## src/sv/rle_pkg.sv

```systemverilog
// ----------------------------------------------------------------------------
// rle_pkg
// Shared types and constants of the run-length byte decompressor: the
// command and status bundles between controller and datapath.
// ----------------------------------------------------------------------------
`default_nettype none

package rle_pkg;

    localparam int LENGTH_WIDTH_DEFAULT = 32;

    localparam int BYTE_W      = 8;
    localparam int NV_W        = 2;
    localparam int TOTAL_W     = 32;
    localparam int IN_TDATA_W  = 8;
    localparam int OUT_TDATA_W = 56;
    localparam int OUT_TUSER_W = 2;

    // header decoding
    localparam logic [7:0] HDR_RUN_FLAG = 8'h80;
    localparam logic [7:0] HDR_CNT_MASK = 8'h7F;

    // bytes_valid codes
    localparam logic [1:0] NV_NONE = 2'd0;
    localparam logic [1:0] NV_ONE  = 2'd1;
    localparam logic [1:0] NV_TWO  = 2'd2;

    typedef enum logic [1:0] {
        OUT_EMPTY = 2'd0,
        OUT_RUN   = 2'd1,
        OUT_LIT   = 2'd2
    } out_kind_t;

    typedef struct packed {
        logic      hdr_load;   // latch run length / literal count from header
        logic      run_start;  // run data byte arrives, add run length to count
        logic      lit_take;   // literal byte passes, add one to count
        logic      fin_load;   // remember the final flag of the run data byte
        logic      out_load;   // load the output register
        out_kind_t out_kind;
        logic      out_last;
        logic      out_done;
        logic      out_trunc;
        logic      clear;      // stream closed, length counter back to zero
    } dp_cmd_t;

    typedef struct packed {
        logic hdr_is_run;
        logic hdr_is_lit;
        logic run_len_short;   // whole run fits in one item
        logic run_rem_short;   // remaining run fits in one item
        logic lit_last;        // this literal byte ends the packet
        logic fin_pending;     // run being expanded ends the stream
        logic out_free;
    } dp_status_t;

endpackage

`default_nettype wire

```

## src/sv/rle_datapath.sv

```systemverilog
// ----------------------------------------------------------------------------
// rle_datapath
// Packet counters, saturating length counter and the output register of
// the run-length decompressor, driven by controller commands.
// ----------------------------------------------------------------------------
`default_nettype none

module rle_datapath #(
    parameter int LENGTH_WIDTH = rle_pkg::LENGTH_WIDTH_DEFAULT
) (
    input  wire logic                 clk,
    input  wire logic                 rst_n,
    input  wire logic [7:0]           in_byte,
    input  wire logic                 in_last,
    input  wire rle_pkg::dp_cmd_t     cmd,
    output rle_pkg::dp_status_t       status,
    input  wire logic                 out_ready,
    output logic                      out_valid,
    output logic [7:0]                out_first,
    output logic [7:0]                out_second,
    output logic [1:0]                out_nv,
    output logic                      out_last,
    output logic                      out_done,
    output logic [31:0]               out_total,
    output logic                      out_trunc
);

    logic [7:0]              run_length_reg;
    logic [7:0]              run_rem_reg;
    logic [7:0]              run_byte_reg;
    logic [6:0]              lit_rem_reg;
    logic                    fin_reg;
    logic [LENGTH_WIDTH-1:0] count_reg;
    logic [LENGTH_WIDTH-1:0] count_next;

    logic                    out_valid_reg;
    logic [7:0]              out_first_reg;
    logic [7:0]              out_second_reg;
    logic [1:0]              out_nv_reg;
    logic                    out_last_reg;
    logic                    out_done_reg;
    logic [31:0]             out_total_reg;
    logic                    out_trunc_reg;

    logic [7:0]              rem_sel;
    logic [7:0]              run_data;
    logic [7:0]              add_amt;
    logic [LENGTH_WIDTH:0]   count_sum;
    logic [31:0]             total32;

    logic [7:0]              first_d;
    logic [7:0]              second_d;
    logic [1:0]              nv_d;

    assign rem_sel  = cmd.run_start ? run_length_reg : run_rem_reg;
    assign run_data = cmd.run_start ? in_byte : run_byte_reg;

    always_comb
    begin
        add_amt = 8'd0;
        if (cmd.run_start)
        begin
            add_amt = run_length_reg;
        end
        else if (cmd.lit_take)
        begin
            add_amt = 8'd1;
        end
    end

    // saturating add into the length counter
    assign count_sum  = {1'b0, count_reg} + (LENGTH_WIDTH+1)'(add_amt);
    assign count_next = count_sum[LENGTH_WIDTH] ? {LENGTH_WIDTH{1'b1}}
                                                : count_sum[LENGTH_WIDTH-1:0];

    generate
        if (LENGTH_WIDTH > 32)
        begin : g_total_sat
            assign total32 = (|count_next[LENGTH_WIDTH-1:32]) ? 32'hFFFF_FFFF
                                                              : count_next[31:0];
        end
        else if (LENGTH_WIDTH == 32)
        begin : g_total_eq
            assign total32 = count_next;
        end
        else
        begin : g_total_ext
            assign total32 = {{(32-LENGTH_WIDTH){1'b0}}, count_next};
        end
    endgenerate

    always_comb
    begin
        first_d  = 8'd0;
        second_d = 8'd0;
        nv_d     = rle_pkg::NV_NONE;
        case (cmd.out_kind)
            rle_pkg::OUT_RUN:
            begin
                first_d = run_data;
                if (rem_sel >= 8'd2)
                begin
                    second_d = run_data;
                    nv_d     = rle_pkg::NV_TWO;
                end
                else
                begin
                    nv_d = rle_pkg::NV_ONE;
                end
            end
            rle_pkg::OUT_LIT:
            begin
                first_d = in_byte;
                nv_d    = rle_pkg::NV_ONE;
            end
            default:
            begin
                first_d = 8'd0;
            end
        endcase
    end

    always_ff @(posedge clk or negedge rst_n)
    begin
        if (!rst_n)
        begin
            count_reg     <= '0;
            out_valid_reg <= 1'b0;
        end
        else
        begin
            if (cmd.clear)
            begin
                count_reg <= '0;
            end
            else if (cmd.run_start || cmd.lit_take)
            begin
                count_reg <= count_next;
            end

            if (cmd.out_load)
            begin
                out_valid_reg <= 1'b1;
            end
            else if (out_ready)
            begin
                out_valid_reg <= 1'b0;
            end
        end
    end

    always_ff @(posedge clk)
    begin
        if (cmd.hdr_load)
        begin
            run_length_reg <= {1'b0, in_byte[6:0] & rle_pkg::HDR_CNT_MASK[6:0]} + 8'd1;
            lit_rem_reg    <= in_byte[6:0] & rle_pkg::HDR_CNT_MASK[6:0];
        end
        else if (cmd.lit_take && (lit_rem_reg != 7'd0))
        begin
            lit_rem_reg <= lit_rem_reg - 7'd1;
        end

        if (cmd.run_start)
        begin
            run_byte_reg <= in_byte;
        end
        if (cmd.fin_load)
        begin
            fin_reg <= in_last;
        end
        if (cmd.out_load && (cmd.out_kind == rle_pkg::OUT_RUN))
        begin
            run_rem_reg <= rem_sel - 8'd2;
        end

        if (cmd.out_load)
        begin
            out_first_reg  <= first_d;
            out_second_reg <= second_d;
            out_nv_reg     <= nv_d;
            out_last_reg   <= cmd.out_last;
            out_done_reg   <= cmd.out_done;
            out_total_reg  <= cmd.out_done ? total32 : 32'd0;
            out_trunc_reg  <= cmd.out_done & cmd.out_trunc;
        end
    end

    always_comb
    begin
        status.hdr_is_run    = (in_byte & rle_pkg::HDR_RUN_FLAG) == rle_pkg::HDR_RUN_FLAG;
        status.hdr_is_lit    = !status.hdr_is_run &&
                               ((in_byte & rle_pkg::HDR_CNT_MASK) != 8'd0);
        status.run_len_short = run_length_reg <= 8'd2;
        status.run_rem_short = run_rem_reg <= 8'd2;
        status.lit_last      = lit_rem_reg <= 7'd1;
        status.fin_pending   = fin_reg;
        status.out_free      = !out_valid_reg || out_ready;
    end

    assign out_valid  = out_valid_reg;
    assign out_first  = out_first_reg;
    assign out_second = out_second_reg;
    assign out_nv     = out_nv_reg;
    assign out_last   = out_last_reg;
    assign out_done   = out_done_reg;
    assign out_total  = out_total_reg;
    assign out_trunc  = out_trunc_reg;

    // a waiting item is never overwritten
    a_no_overwrite: assert property (@(posedge clk) disable iff (!rst_n)
        cmd.out_load |-> status.out_free)
        else $error("output register overwritten while stalled");

    // closing item is always the last item of its input
    a_done_is_last: assert property (@(posedge clk) disable iff (!rst_n)
        (out_valid_reg && out_done_reg) |-> out_last_reg)
        else $error("stream closed on an item that is not last of its input");

    // closing the stream returns the counter to zero
    a_clear_count: assert property (@(posedge clk) disable iff (!rst_n)
        cmd.clear |=> (count_reg == '0))
        else $error("length counter not cleared at end of stream");

    a_nv_range: assert property (@(posedge clk) disable iff (!rst_n)
        out_valid_reg |-> (out_nv_reg != 2'd3))
        else $error("bytes_valid out of range");

endmodule

`default_nettype wire

```

## src/sv/rle_controller.sv

```systemverilog
// ----------------------------------------------------------------------------
// rle_controller
// Packet state machine of the run-length decompressor: parses headers,
// steps through literals and expands runs two bytes per item.
// ----------------------------------------------------------------------------
`default_nettype none

module rle_controller (
    input  wire logic                 clk,
    input  wire logic                 rst_n,
    input  wire logic                 in_valid,
    input  wire logic                 in_last,
    output logic                      in_ready,
    input  wire rle_pkg::dp_status_t  status,
    output rle_pkg::dp_cmd_t          cmd
);

    typedef enum logic [3:0] {
        ST_HEADER   = 4'b0001,
        ST_RUN_BYTE = 4'b0010,
        ST_LITERAL  = 4'b0100,
        ST_EXPAND   = 4'b1000
    } state_t;

    state_t state_reg;
    state_t state_next;
    logic   accept;

    assign in_ready = (state_reg != ST_EXPAND) && status.out_free;
    assign accept   = in_valid && in_ready;

    always_comb
    begin
        cmd        = '0;
        state_next = state_reg;
        unique case (state_reg)
            ST_HEADER:
            begin
                if (accept)
                begin
                    cmd.hdr_load = 1'b1;
                    if (in_last)
                    begin
                        cmd.out_load  = 1'b1;
                        cmd.out_kind  = rle_pkg::OUT_EMPTY;
                        cmd.out_last  = 1'b1;
                        cmd.out_done  = 1'b1;
                        cmd.out_trunc = status.hdr_is_run || status.hdr_is_lit;
                        cmd.clear     = 1'b1;
                    end
                    else if (status.hdr_is_run)
                    begin
                        state_next = ST_RUN_BYTE;
                    end
                    else if (status.hdr_is_lit)
                    begin
                        state_next = ST_LITERAL;
                    end
                end
            end
            ST_RUN_BYTE:
            begin
                if (accept)
                begin
                    cmd.run_start = 1'b1;
                    cmd.fin_load  = 1'b1;
                    cmd.out_load  = 1'b1;
                    cmd.out_kind  = rle_pkg::OUT_RUN;
                    cmd.out_last  = status.run_len_short;
                    cmd.out_done  = status.run_len_short && in_last;
                    if (status.run_len_short)
                    begin
                        cmd.clear  = in_last;
                        state_next = ST_HEADER;
                    end
                    else
                    begin
                        state_next = ST_EXPAND;
                    end
                end
            end
            ST_LITERAL:
            begin
                if (accept)
                begin
                    cmd.lit_take  = 1'b1;
                    cmd.out_load  = 1'b1;
                    cmd.out_kind  = rle_pkg::OUT_LIT;
                    cmd.out_last  = 1'b1;
                    cmd.out_done  = in_last;
                    cmd.out_trunc = !status.lit_last;
                    cmd.clear     = in_last;
                    if (in_last || status.lit_last)
                    begin
                        state_next = ST_HEADER;
                    end
                end
            end
            ST_EXPAND:
            begin
                if (status.out_free)
                begin
                    cmd.out_load = 1'b1;
                    cmd.out_kind = rle_pkg::OUT_RUN;
                    cmd.out_last = status.run_rem_short;
                    cmd.out_done = status.run_rem_short && status.fin_pending;
                    if (status.run_rem_short)
                    begin
                        cmd.clear  = status.fin_pending;
                        state_next = ST_HEADER;
                    end
                end
            end
            default:
            begin
                state_next = ST_HEADER;
            end
        endcase
    end

    always_ff @(posedge clk or negedge rst_n)
    begin
        if (!rst_n)
        begin
            state_reg <= ST_HEADER;
        end
        else
        begin
            state_reg <= state_next;
        end
    end

    // a final input always leaves the parser expecting a header or expanding
    a_final_closes: assert property (@(posedge clk) disable iff (!rst_n)
        (accept && in_last && (state_reg != ST_RUN_BYTE)) |=> (state_reg == ST_HEADER))
        else $error("final input did not return to header phase");

    // expansion only starts from a run data byte
    a_expand_entry: assert property (@(posedge clk) disable iff (!rst_n)
        $rose(state_reg == ST_EXPAND) |-> $past(cmd.run_start))
        else $error("expansion entered without a run data byte");

    a_clear_with_done: assert property (@(posedge clk) disable iff (!rst_n)
        cmd.clear |-> (cmd.out_load && cmd.out_done))
        else $error("state cleared without closing item");

endmodule

`default_nettype wire

```

## src/sv/rle_byte_decompressor_core.sv

```systemverilog
// ----------------------------------------------------------------------------
// rle_byte_decompressor_core
// Run-length byte decompressor: headers and data bytes in, up to two
// decoded bytes per item out, with stream length and truncation report.
// ----------------------------------------------------------------------------
// Takes one compressed byte per item. A header byte with bit 7 set repeats
// the next byte (low seven bits + 1) times; with bit 7 clear it passes the
// next (low seven bits) bytes through, zero being a no-op. Headers and
// literal bytes are taken one per cycle while the output register is free
// or draining; a header item gives no result unless it ends the stream. A
// run data byte of an n-byte run loads its first result into the output
// register when it is taken and then stalls the input until the run is
// expanded, since the expansion counter emits two bytes per cycle while the
// single output register is free. The item marked tlast closes the stream:
// its final result carries stream_done, the saturated decoded length and
// the truncation flag, and the length counter and parser state return to reset.
// ----------------------------------------------------------------------------
`default_nettype none

module rle_byte_decompressor_core #(
    parameter int LENGTH_WIDTH = rle_pkg::LENGTH_WIDTH_DEFAULT
) (
    input  wire logic                              clk,
    input  wire logic                              rst_n,
    // in_byte
    input  wire logic [rle_pkg::IN_TDATA_W-1:0]    in_tdata,
    // is_final
    input  wire logic                              in_tlast,
    input  wire logic                              in_tvalid,
    output logic                                   in_tready,
    // data_first, data_second, bytes_valid, total_length, zero pad
    output logic [rle_pkg::OUT_TDATA_W-1:0]        out_tdata,
    // last_of_input
    output logic                                   out_tlast,
    // stream_done, truncated
    output logic [rle_pkg::OUT_TUSER_W-1:0]        out_tuser,
    output logic                                   out_tvalid,
    input  wire logic                              out_tready
);

    rle_pkg::dp_cmd_t    cmd;
    rle_pkg::dp_status_t status;

    logic [7:0]  out_first;
    logic [7:0]  out_second;
    logic [1:0]  out_nv;
    logic        out_done;
    logic [31:0] out_total;
    logic        out_trunc;

    rle_controller u_ctrl (
        .clk      (clk),
        .rst_n    (rst_n),
        .in_valid (in_tvalid),
        .in_last  (in_tlast),
        .in_ready (in_tready),
        .status   (status),
        .cmd      (cmd)
    );

    rle_datapath #(
        .LENGTH_WIDTH (LENGTH_WIDTH)
    ) u_dp (
        .clk        (clk),
        .rst_n      (rst_n),
        .in_byte    (in_tdata[7:0]),
        .in_last    (in_tlast),
        .cmd        (cmd),
        .status     (status),
        .out_ready  (out_tready),
        .out_valid  (out_tvalid),
        .out_first  (out_first),
        .out_second (out_second),
        .out_nv     (out_nv),
        .out_last   (out_tlast),
        .out_done   (out_done),
        .out_total  (out_total),
        .out_trunc  (out_trunc)
    );

    assign out_tdata = {6'd0, out_total, out_nv, out_second, out_first};
    assign out_tuser = {out_trunc, out_done};

endmodule

`default_nettype wire
```

## config.mk

```make
export PLATFORM = sky130hd
export DESIGN_NAME = rle_byte_decompressor_core
export DESIGN_NICKNAME = d
export VERILOG_FILES = /design/src/sv/rle_pkg.sv /design/src/sv/rle_datapath.sv /design/src/sv/rle_controller.sv /design/src/sv/rle_byte_decompressor_core.sv
export SDC_FILE = /design/constraint.sdc
export NUM_CORES = 1
export LEC_CHECK = 0
export CAP_MARGIN = 20
export CORE_UTILIZATION = 35
export CTS_CLUSTER_DIAMETER = 80
export DETAILED_ROUTE_END_ITERATION = 6
export DONT_BUFFER_PORTS = 1
export PLACE_DENSITY = 0.54
export SLEW_MARGIN = 10
export SYNTH_ARGS = -nofsm -noshare
export SYNTH_HDL_FRONTEND = slang
export SYNTH_SLANG_ARGS = --single-unit
```

## constraint.sdc

```tcl
create_clock -name clk -period 6.3 [get_ports clk]
set_input_delay 0 -clock clk [delete_from_list [all_inputs] [get_ports clk]]
set_output_delay 0 -clock clk [all_outputs]
set_load 0.005 [all_outputs]
```

==> run metrics, run 1 <==
status complete, no violations; Util after Layout 41.0%; final period utilization 74.2%; antenna violations before repair 0; Net count, final 654; vias in the first global route 4756; HP Class in -> reg; CTS root buffer clkbuf_16; Fin. Hold Viols 0; io pins 74; Setup WS post-layout 1.62 ns; Seq/Total Area, Yosys 52.9%; Post-DP HPWL 10.3 mm; clock input transition at the sequential cells of the worst setup and hold paths 0.06 ns; first-pass GRT wire length 24.9 mm; chip width 137 µm; grt ovf 0; residual DRC count 0; Layout area overhead 14.6%; Slew HR 26.9%; share of layout cells above drive strength 1 9.89%; Tmin final 4.68 ns; Starting Density 35.8%; TNS Setup 0 ns; overall power 2830 µW; Pleak 0.00265 µW; dpl cells 820; final non-filler cell total 866; clk_skew 0.00858 ns; Worst setup EP type flop; Power Internal 1940 µW; Avg WL per Cell 17.5 µm; combinational share of power 20.5%; Synth async-reset ratio 30.3%; Tightest Pin Transition 1.10 ns; DRT antenna net count 0; ys flop type edfxtp_1; number of buffers created by CTS 17; die area 0.0189 mm²; CP startpoint kind flop; htree depth 4; Yosys reg bits 122; Fmax 214 MHz; Clock Latency Late Sink 0.43 ns; met1 WL 6.59 mm; Max-cap violations 0; drt pass-1 iters 6; PD cells 384 mW/mm²; GRT Total Usage 17.4%; worst setup path category reg -> reg; YS warnings 0; detailed-route vias per instance 5.53; CTS tree yes; RSZ-0062 raised after global routing false; met3 wire len 668 µm; post-synth cell types 61; Die H 137 µm; Post-CTS Setup Repair Bufs 0; EDFF count, synth 77; Max FO, Critical Path 14; routability congestion estimate 0.868; Ant. Diodes 0; final setup violation count 0; largest net degree at the start of global routing 38; Syn Inst Count 618; Core ar. 0.0180 mm²; Max IR drop VDD 215 µV; Worst EP arrival 4.95 ns; Seq pwr share 43.7%; Crit path required time 6.57 ns; sw power 890 µW; CTS Buffer Depth 2; Num Clock Sinks 122; Top Metal Used met4; Cell Area, Synth 0.00642 mm²; Routed WL 15.2 mm; IO Port Bufs 0; Place WS 1.60 ns; Post-Syn Area per Cell 10.4 µm²; switching fraction of total power 31.4%; metal2 WL 7.67 mm; Via Count 4793; DRT iter0 DRCs 423; clock share of power 35.8%; # rows 49; Slew Limit Fails 0
## power groups by stage
stage | combinational, µW | clock [µW] | sequential [µW]
5_1_grt | 651 | 1070 | 1270
3_3_place_gp | 554 | 0 | 1250
2_1_floorplan | 442 | 0 | 1230
4_1_cts | 589 | 1030 | 1240
6_report | 580 | 1010 | 1240
3_5_place_dp | 568 | 0 | 1250
## final timing paths
path | start | to | slack, ns | depth (start not counted)
setup reg to reg | u_ctrl.state_reg[1]$_DFFE_PN0P_ | u_dp.count_reg[11]$_DFFE_PN0P_ | 1.62 | 12
max in group asynchronous | rst_n | u_ctrl.state_reg[0]$_DFFE_PN1P_ | 5.98 | 2
setup / recovery | u_ctrl.state_reg[1]$_DFFE_PN0P_ | u_dp.count_reg[11]$_DFFE_PN0P_ | 1.62 | 12
min in group asynchronous | rst_n | u_dp.count_reg[12]$_DFFE_PN0P_ | 0.05 | 2
hold / removal | in_tdata[3] | u_ctrl.state_reg[2]$_DFFE_PN0P_ | 0.009 | 4
hold reg to reg | u_dp.run_byte_reg[4]$_DFF_P_ | u_dp.run_byte_reg[4]$_DFF_P_ | 0.49 | 1
## layout by cell type (no fill, tap or decap), types with 3 or more instances in the layout
cell type	instances
nor4_1	7
a21oi_1	56
a311oi_1	13
o21ai_1	3
xnor2_1	22
dlygate4sd3_1	12
mux2_2	7
mux2i_1	8
inv_6	6
and2_1	4
nand2b_1	5
ha_1	16
nor3_1	20
dfxtp_1	8
conb_1	6
clkinvlp_4	3
nor2b_1	10
inv_1	14
o22ai_1	3
o21ai_0	19
clkbuf_16	17
xor2_1	12
nor2_1	84
nand4_1	12
buf_4	7
a22oi_1	9
dfrtp_1	36
a21o_1	4
nand3_1	14
edfxtp_1	77
a211oi_1	19
nand2_1	34
bufinv_16	3
and3_1	19
a31oi_1	6
## critical path: stages, from the launching register on
cell and delay [ns]:
dfrtp_1 0.44, or4b_1 0.69, and3_4 0.30, o21ai_2 0.22, nor2_1 0.11, ha_1 0.24, fa_1 0.43, a211oi_1 0.25
o21ai_1 0.20, o21a_1 0.39, a21oi_1 0.91, and3_1 0.29, nor4_1 0.06
## synthesized netlist by cell type (7+ instances only)
cell / count / area share, %
nor2_1: 84 / 4.9
edfxtp_1: 77 / 36
a21oi_1: 56 / 4.4
dfrtp_1: 36 / 14
nand2_1: 34 / 2.0
xnor2_1: 22 / 3.0
nor3_1: 20 / 1.6
o21ai_0: 20 / 1.6
a211oi_1: 19 / 2.2
and3_1: 19 / 1.9
ha_1: 16 / 3.1
clkbuf_1: 14 / 0.82
inv_1: 14 / 0.82
nand3_1: 14 / 1.1
a311oi_1: 13 / 1.8
nand4_1: 12 / 1.2
xor2_1: 12 / 1.6
buf_2: 10 / 0.78
nor2b_1: 10 / 0.97
a22oi_1: 9 / 1.1
buf_4: 9 / 1.1
dfxtp_1: 8 / 2.5
mux2i_1: 8 / 1.2
mux2_2: 7 / 1.2
nor4_1: 7 / 0.68
## cell families after synthesis
kind of cell,synth area share [%]
AND/OR/NAND/NOR,17.8
AO/OA/AOI/OAI,14.8
flip-flops,52.9
buffers and inverters,3.88
XOR/XNOR,4.64
adder cells (fa/ha/maj),3.43
multiplexers,2.47
other,0.0584
## per-stage QoR
stage                     instance area (µm²)  hold slack [ns]
after floorplan                          6440           -0.296
after global placement                   6600           -0.294
after detailed placement                 6600           -0.293
after CTS                                7350          0.00141
after global routing                     7360           0.0380
final                                    7360          0.00888
## what timing repair did
action	in CTS	in global routing
endpoints found under the setup margin	0	0
resized for setup	0	0
hold buffers	13	0
endpoints found under the hold margin	78	0
## metal layers
metal / vias to the layer above / global-route usage, %
met4: 0 / 6.59
met5: - / 0
met3: 21 / 4.60
met2: 144 / 29.4
met1: 2333 / 21.0
li1: 2295 / -
## area by class of cell
class | instances | area [µm²]
Tap cell | 229 | 287
Clock inverter | 15 | 188
Timing Repair Buffer | 20 | 193
Clock buffer | 17 | 425
Fill cell | 1722 | 10600
Inverter | 15 | 56.3
Multi-Input combinational cell | 448 | 2810
Sequential cell | 122 | 3400
Power figures use the tool's default switching activity.
==> inputs of run 2 (changes only) <==
==> constraint.sdc (replaced) <==
create_clock -name clk -period 3.87 [get_ports clk]
set_input_delay 0 -clock clk [delete_from_list [all_inputs] [get_ports clk]]
set_output_delay 0 -clock clk [all_outputs]
set_load 0.005 [all_outputs]
==> run 2 against run 1 <==
Flip-flop and latch count unchanged; sequential share of layout area down 0.61 points; critical path depth down 1; first-iteration DRC count down 16%; largest cell class unchanged; combinational power up 69%; wire length up 3.5%; register-to-register slack worse by 1.4 ns; power up 60%; largest power group unchanged; worst hold slack better by 0.0041 ns; cell area up 1.3%; non-clock buffer count up 14; via count up 1.0%.
==> run metrics, run 2 (synthesis gave the netlist of run 1 again) <==
worst path bufs/invs 1 (+1); TNS Setup 0 ns (unchanged); number of buffers created by CTS 17 (unchanged); io pins 74 (unchanged); CTS Buffer Depth 2 (unchanged); CP max stage delay 0.58 ns (-0.33 ns); # rows 49 (unchanged); GRT Total Usage 17.7% (+0.29 points); final period utilization 93.9% (+20 points); Avg WL per Cell 17.8 µm (+1.8%); Pleak 0.00270 µW (+2.0%); first-pass GRT wire length 25.4 mm (+2.1%); Fill cells 1732 (+0.58%); Tmin final 3.63 ns (-1.04 ns); PD cells 605 mW/mm² (+57%); dpl cells 833 (+1.6%); Post-DP HPWL 10.3 mm (+0.59%); Slew HR 44.2% (+17 points); clock input transition at the sequential cells of the worst setup and hold paths 0.06 ns (about the same); most frequent cells in the layout nor2_1, edfxtp_1, a21oi_1; Starting Density 35.8% (unchanged); htree depth 4 (unchanged); detailed-route vias per instance 5.50 (-0.68%); Crit path required time 4.01 ns (-2.56 ns); critical-path cell list or4b_1, and3_4, and3_1, ha_1, o211ai_1, o21ai_0, a21oi_1, buf_4, nor4_2, and3_1, nor3_1; final setup violation count 0 (unchanged); CP dominant cell by count and3_1; Max IR drop VDD 412 µV (+92%); Core ar. 0.0180 mm² (unchanged); Reg2Reg Depth 11 (-1); Layout area overhead 16.1%; RSZ-0062 raised after global routing false; overall power 4510 µW (+60%); DRT antenna net count 0 (unchanged); grt ovf 0 (unchanged); Fin. Hold Viols 0 (unchanged); CP startpoint kind flop; hold path depth 2 (-2); IO Port Bufs 0 (unchanged); commonest non-fill, non-tap cell in the layout nor2_1; CTS root buffer clkbuf_16; die area 0.0189 mm² (unchanged); Via Count 4843 (+1.0%); drt pass-1 iters 7 (+1); Max-cap violations 0 (unchanged); hold path start in_tdata[4]; residual DRC count 0 (unchanged); status complete, no violations; Tightest Pin Transition 0.832 ns (-0.265 ns); chip width 137 µm (unchanged); Clock Latency Late Sink 0.43 ns (about the same); Worst EP arrival 3.78 ns (-1.17 ns); Num Clock Sinks 122 (unchanged); Slew Limit Fails 0 (unchanged); vias in the first global route 4883 (+2.7%); Crit path max-delay family simple AND/OR/NAND/NOR gates; routability congestion estimate 0.835 (-3.7%); Routed WL 15.7 mm (+3.5%); CTS tree yes; FF-to-FF Start u_ctrl.state_reg[1]$_DFFE_PN0P_; worst setup path category reg -> reg; Fmax 275 MHz (+29%); final non-filler cell total 881 (+1.7%); Worst setup EP type flop; clk_skew 0.0117 ns (+0.00312 ns); worst r2r dst u_dp.out_total[31]$_SDFFCE_PN0P_; Die H 137 µm (unchanged); DRT iter0 DRCs 357 (-16%); Net count, final 668 (+2.1%); HP Class in -> reg; largest net degree at the start of global routing 55 (+45%); antenna violations before repair 1 (+1); share of layout cells above drive strength 1 12.3% (+2.4 points); Critical-path top delay cell or4b_1; Max FO, Critical Path 14 (unchanged); Post-CTS Setup Repair Bufs 0 (unchanged); FF-to-FF setup slack 0.24 ns (-1.39 ns); Hold Path Sink u_dp.run_length_reg[7]$_DFFE_PP_
run 2: cell types whose count changed in the layout (fill, tap and decap cells not counted), moves of 2 or more:
cell,delta
a211oi_1,-2
a211oi_2,+2
buf_4,+11
bufinv_16,-2
clkinv_4,+2
dlygate4sd3_1,+2
inv_6,-2
run 2: per-stage QoR:
step                      setup slack (ns)  hold WS, ns  area [µm²]  utilization, %
after floorplan                     0.0837       -0.296        6450               -
after global placement               0.262       -0.294        6710            37.3
after detailed placement             0.117       -0.294        6710            37.3
after CTS                           0.0586      0.00450        7430            41.4
after global routing               0.00576       0.0211        7460            41.5
final                                0.235       0.0130        7460            41.5
run 2: repair_timing:
| action | in CTS | in global routing |
|---|---|---|
| hold buffers | 15 | 0 |
| hold endpoints to repair | 79 | 0 |
| setup endpoints to repair | 0 | 19 |
| resized for setup | 0 | 5 |
run 2: metal layers:
layer / vias to the layer above / track usage (%) / routed length (µm)
met3: 30 / 5.11 / 811
met2: 136 / 29.2 / 7680
met5: - / 0 / 0
met4: 0 / 7.33 / 364
li1: 2322 / - / -
met1: 2355 / 21.4 / 6840
run 2: worst max path at each step:
| stage | startpoint | endpoint | slack (ns) | cells past startpoint |
|---|---|---|---|---|
| floorplan | u_ctrl.state_reg[2]$_DFFE_PN0P_ | u_dp.out_total[10]$_SDFFCE_PN0P_ | 0.08 | 13 |
| global placement | u_ctrl.state_reg[1]$_DFFE_PN0P_ | u_dp.count_reg[11]$_DFFE_PN0P_ | 0.26 | 11 |
| detailed placement | u_ctrl.state_reg[3]$_DFFE_PN0P_ | u_dp.count_reg[11]$_DFFE_PN0P_ | 0.12 | 13 |
| CTS | u_ctrl.state_reg[3]$_DFFE_PN0P_ | u_dp.count_reg[11]$_DFFE_PN0P_ | 0.06 | 13 |
| global route | u_ctrl.state_reg[1]$_DFFE_PN0P_ | u_dp.out_total[31]$_SDFFCE_PN0P_ | 0.006 | 11 |
| finish | u_ctrl.state_reg[1]$_DFFE_PN0P_ | u_dp.out_total[31]$_SDFFCE_PN0P_ | 0.24 | 11 |
run 2: power breakdown:
part | switching (µW) | internal, µW | total [µW] | leakage, µW
logic | 643 | 341 | 983 | 0.00116
clock network | 627 | 889 | 1520 | 0.000267
registers | 196 | 1820 | 2010 | 0.00127
run 2: worst reg2reg max path, delay by kind of cell (launching register included):
kind	cells	cell delay [ns]
and+or+nand+nor	6	1.70
AOI/OAI and AO/OA	3	0.62
DFF	1	0.44
adders and majority gates	1	0.39
buffers and inverters	1	0.21
run 2: area by class of cell:
class | count | area [µm²] | share of cell area, %
well taps | 229 | 287 | 3.84
diodes | 1 | 2.50 | 0.0336
clock buffers | 17 | 425 | 5.70
multi-input cells | 448 | 2830 | 38.0
repair buffers | 34 | 315 | 4.23
clock inverters | 15 | 140 | 1.88
inverters | 15 | 56.3 | 0.755
flip-flops and latches | 122 | 3400 | 45.6
==> inputs of run 3 (changes only) <==
--- a/config.mk
+++ b/config.mk
@@ -6,11 +6,12 @@
 export NUM_CORES = 1
 export LEC_CHECK = 0
 export CAP_MARGIN = 20
-export CORE_UTILIZATION = 35
+export CORE_UTILIZATION = 58
+export CTS_BUF_LIST = sky130_fd_sc_hd__clkbuf_16
 export CTS_CLUSTER_DIAMETER = 80
 export DETAILED_ROUTE_END_ITERATION = 6
 export DONT_BUFFER_PORTS = 1
-export PLACE_DENSITY = 0.54
+export PLACE_DENSITY = 0.79
 export SLEW_MARGIN = 10
 export SYNTH_ARGS = -nofsm -noshare
 export SYNTH_HDL_FRONTEND = slang
==> constraint.sdc (replaced) <==
create_clock -name clk -period 3.87 [get_ports clk]
set_input_delay 0 -clock clk [delete_from_list [all_inputs] [get_ports clk]]
set_output_delay 0 -clock clk [all_outputs]
set_load 0.1 [all_outputs]
==> run 3 against run 2 <==
Clock-buffer cell count stayed put; cell area decreased by 1.5%; global-route usage up 9.9 points; die area shrank 39%; cell count down 10%; non-clock buffer count shrank 2; sequential power grew 62%; via count up 1.3%; clock power is 6% higher; first-iteration DRC count fell by 3.1%.
==> run metrics, run 3 (synthesis gave the netlist of run 1 again) <==
Avg WL per Cell 18.9 µm (+6.1%); vias in the first global route 4815 (-1.4%); RSZ-0062 raised after global routing false; htree depth 4 (unchanged); CP startpoint kind flop; FF-to-FF setup slack 0.18 ns (-0.06 ns); design area 0.00734 mm² (-1.5%); Post-DP HPWL 10.0 mm (-3.4%); crit path from u_ctrl.state_reg[1]$_DFFE_PN0P_; residual DRC count 0 (unchanged); final period utilization 95.4% (+1.5 points); IO Port Bufs 0 (unchanged); io pins 74 (unchanged); Max-cap violations 0 (unchanged); Slew HR 34.8% (-9.4 points); Worst EP arrival 3.85 ns (+0.07 ns); Clock Latency Late Sink 0.42 ns (about the same); Pleak 0.00270 µW (-0.21%); Core ar. 0.0108 mm² (-40%); clock input transition at the sequential cells of the worst setup and hold paths 0.05 ns (about the same); Ant. Diodes 0 (-1); hold path start in_tdata[2]; DRT iter0 DRCs 346 (-3.1%); Fin. Hold Viols 0 (unchanged); GRT Total Usage 27.6% (+9.9 points); drt pass-1 iters 5 (-2); number of buffers created by CTS 17 (unchanged); FF-to-FF Start u_ctrl.state_reg[1]$_DFFE_PN0P_; DRT antenna net count 0 (unchanged); HP Class in -> reg; status complete, no violations; most frequent cells in the layout nor2_1, edfxtp_1, a21oi_1; Worst setup EP type flop; TNS Setup 0 ns (unchanged); Via Count 4905 (+1.3%); clk_skew 0.00872 ns (-0.00298 ns); first-pass GRT wire length 23.9 mm (-5.8%); PD cells 806 mW/mm² (+33%); Routed WL 14.9 mm (-5.0%); die area 0.0115 mm² (-39%); largest net degree at the start of global routing 46 (-16%); Num Clock Sinks 122 (unchanged); Layout area overhead 14.4%; Tightest Pin Transition 0.985 ns (+0.154 ns); Max IR drop VDD 446 µV (+8.3%); CTS root buffer clkbuf_16; Fmax 271 MHz (-1.6%); CTS Buffer Depth 2 (unchanged); share of layout cells above drive strength 1 11.7% (-0.58 points); Slew Limit Fails 0 (unchanged); dpl cell area 0.00660 mm² (-1.6%); Util after Layout 68.1% (+27 points); worst setup path category reg -> reg; antenna violations before repair 0 (-1); detailed-route vias per instance 6.22 (+13%); Starting Density 59.5% (+24 points); Max FO, Critical Path 12 (-2); CTS tree yes; Net count, final 666 (-0.30%); grt ovf 0 (unchanged); Tmin final 3.69 ns (+0.0578 ns); Die H 107 µm (-22%); commonest non-fill, non-tap cell in the layout nor2_1; # rows 38 (-22%); chip width 107 µm (-22%); final setup violation count 0 (unchanged); routability congestion estimate 0.882 (+5.6%); Crit path required time 4.02 ns (about the same); Post-CTS Setup Repair Bufs 0 (unchanged)
run 3: cell types whose count changed in the layout (fill, tap and decap cells not counted), sizes merged:
cell	before	now
diode	1	0
dlygate4sd3	14	12
bufinv	1	3
inv	19	16
clkinvlp	4	5
run 3: per-stage QoR:
stage | worst slack (ns) | power, µW | hold slack (ns) | std cells
6_report | 0.177 | 5920 | 0.00987 | 789
5_1_grt | 0.0501 | 6130 | 0.0111 | 789
4_1_cts | 0.119 | 5930 | 0.000660 | 789
3_5_place_dp | 0.140 | 4300 | -0.295 | 744
3_3_place_gp | 0.276 | 4230 | -0.295 | 744
2_1_floorplan | 0.0837 | 4020 | -0.296 | 623
run 3: what timing repair did:
| action | CTS | global route |
|---|---|---|
| endpoints found under the hold margin | 80 | 0 |
| hold buffers | 13 | 0 |
| setup endpoints to repair | 0 | 7 |
| gates resized for setup | 0 | 2 |
run 3: routing by layer:
| layer | wire length (µm) | track usage, % |
|---|---|---|
| met3 | 774 | 6.14 |
| met4 | 298 | 11.1 |
| met2 | 7830 | 47.7 |
| met5 | 0 | 0 |
| met1 | 6020 | 33.3 |
run 3: path summary, 6_finish.rpt:
kind / end / cells after the start
max in group asynchronous: u_ctrl.state_reg[0]$_DFFE_PN1P_ / 2
worst max-delay path: u_dp.out_total[31]$_SDFFCE_PN0P_ / 10
min in group asynchronous: u_dp.count_reg[26]$_DFFE_PN0P_ / 2
worst min-delay path: u_ctrl.state_reg[2]$_DFFE_PN0P_ / 4
worst max register to register: u_dp.out_total[31]$_SDFFCE_PN0P_ / 10
worst min register to register: u_dp.run_byte_reg[3]$_DFF_P_ / 1
run 3: final cells by class:
class,count,area (µm²)
well taps,140,175
fillers,756,3450
inverters,15,56.3
flip-flops and latches,122,3400
clock buffers,17,425
repair buffers,32,295
clock inverters,15,176
multi-input cells,448,2820
run 3: report_power, final:
part,switching [µW],internal (µW),total (µW)
registers,1420,1830,3250
logic,728,339,1070
clock network,596,1010,1610
run 3: critical path: stages (launching register included):
cell	delay [ns]
dfrtp_1	0.44
or4b_1	0.58
and3_4	0.26
and3_1	0.24
ha_1	0.41
a211oi_1	0.14
nor4_1	0.38
a21oi_1	0.14
nor4_1	0.54
and3_1	0.24
nor3_1	0.05
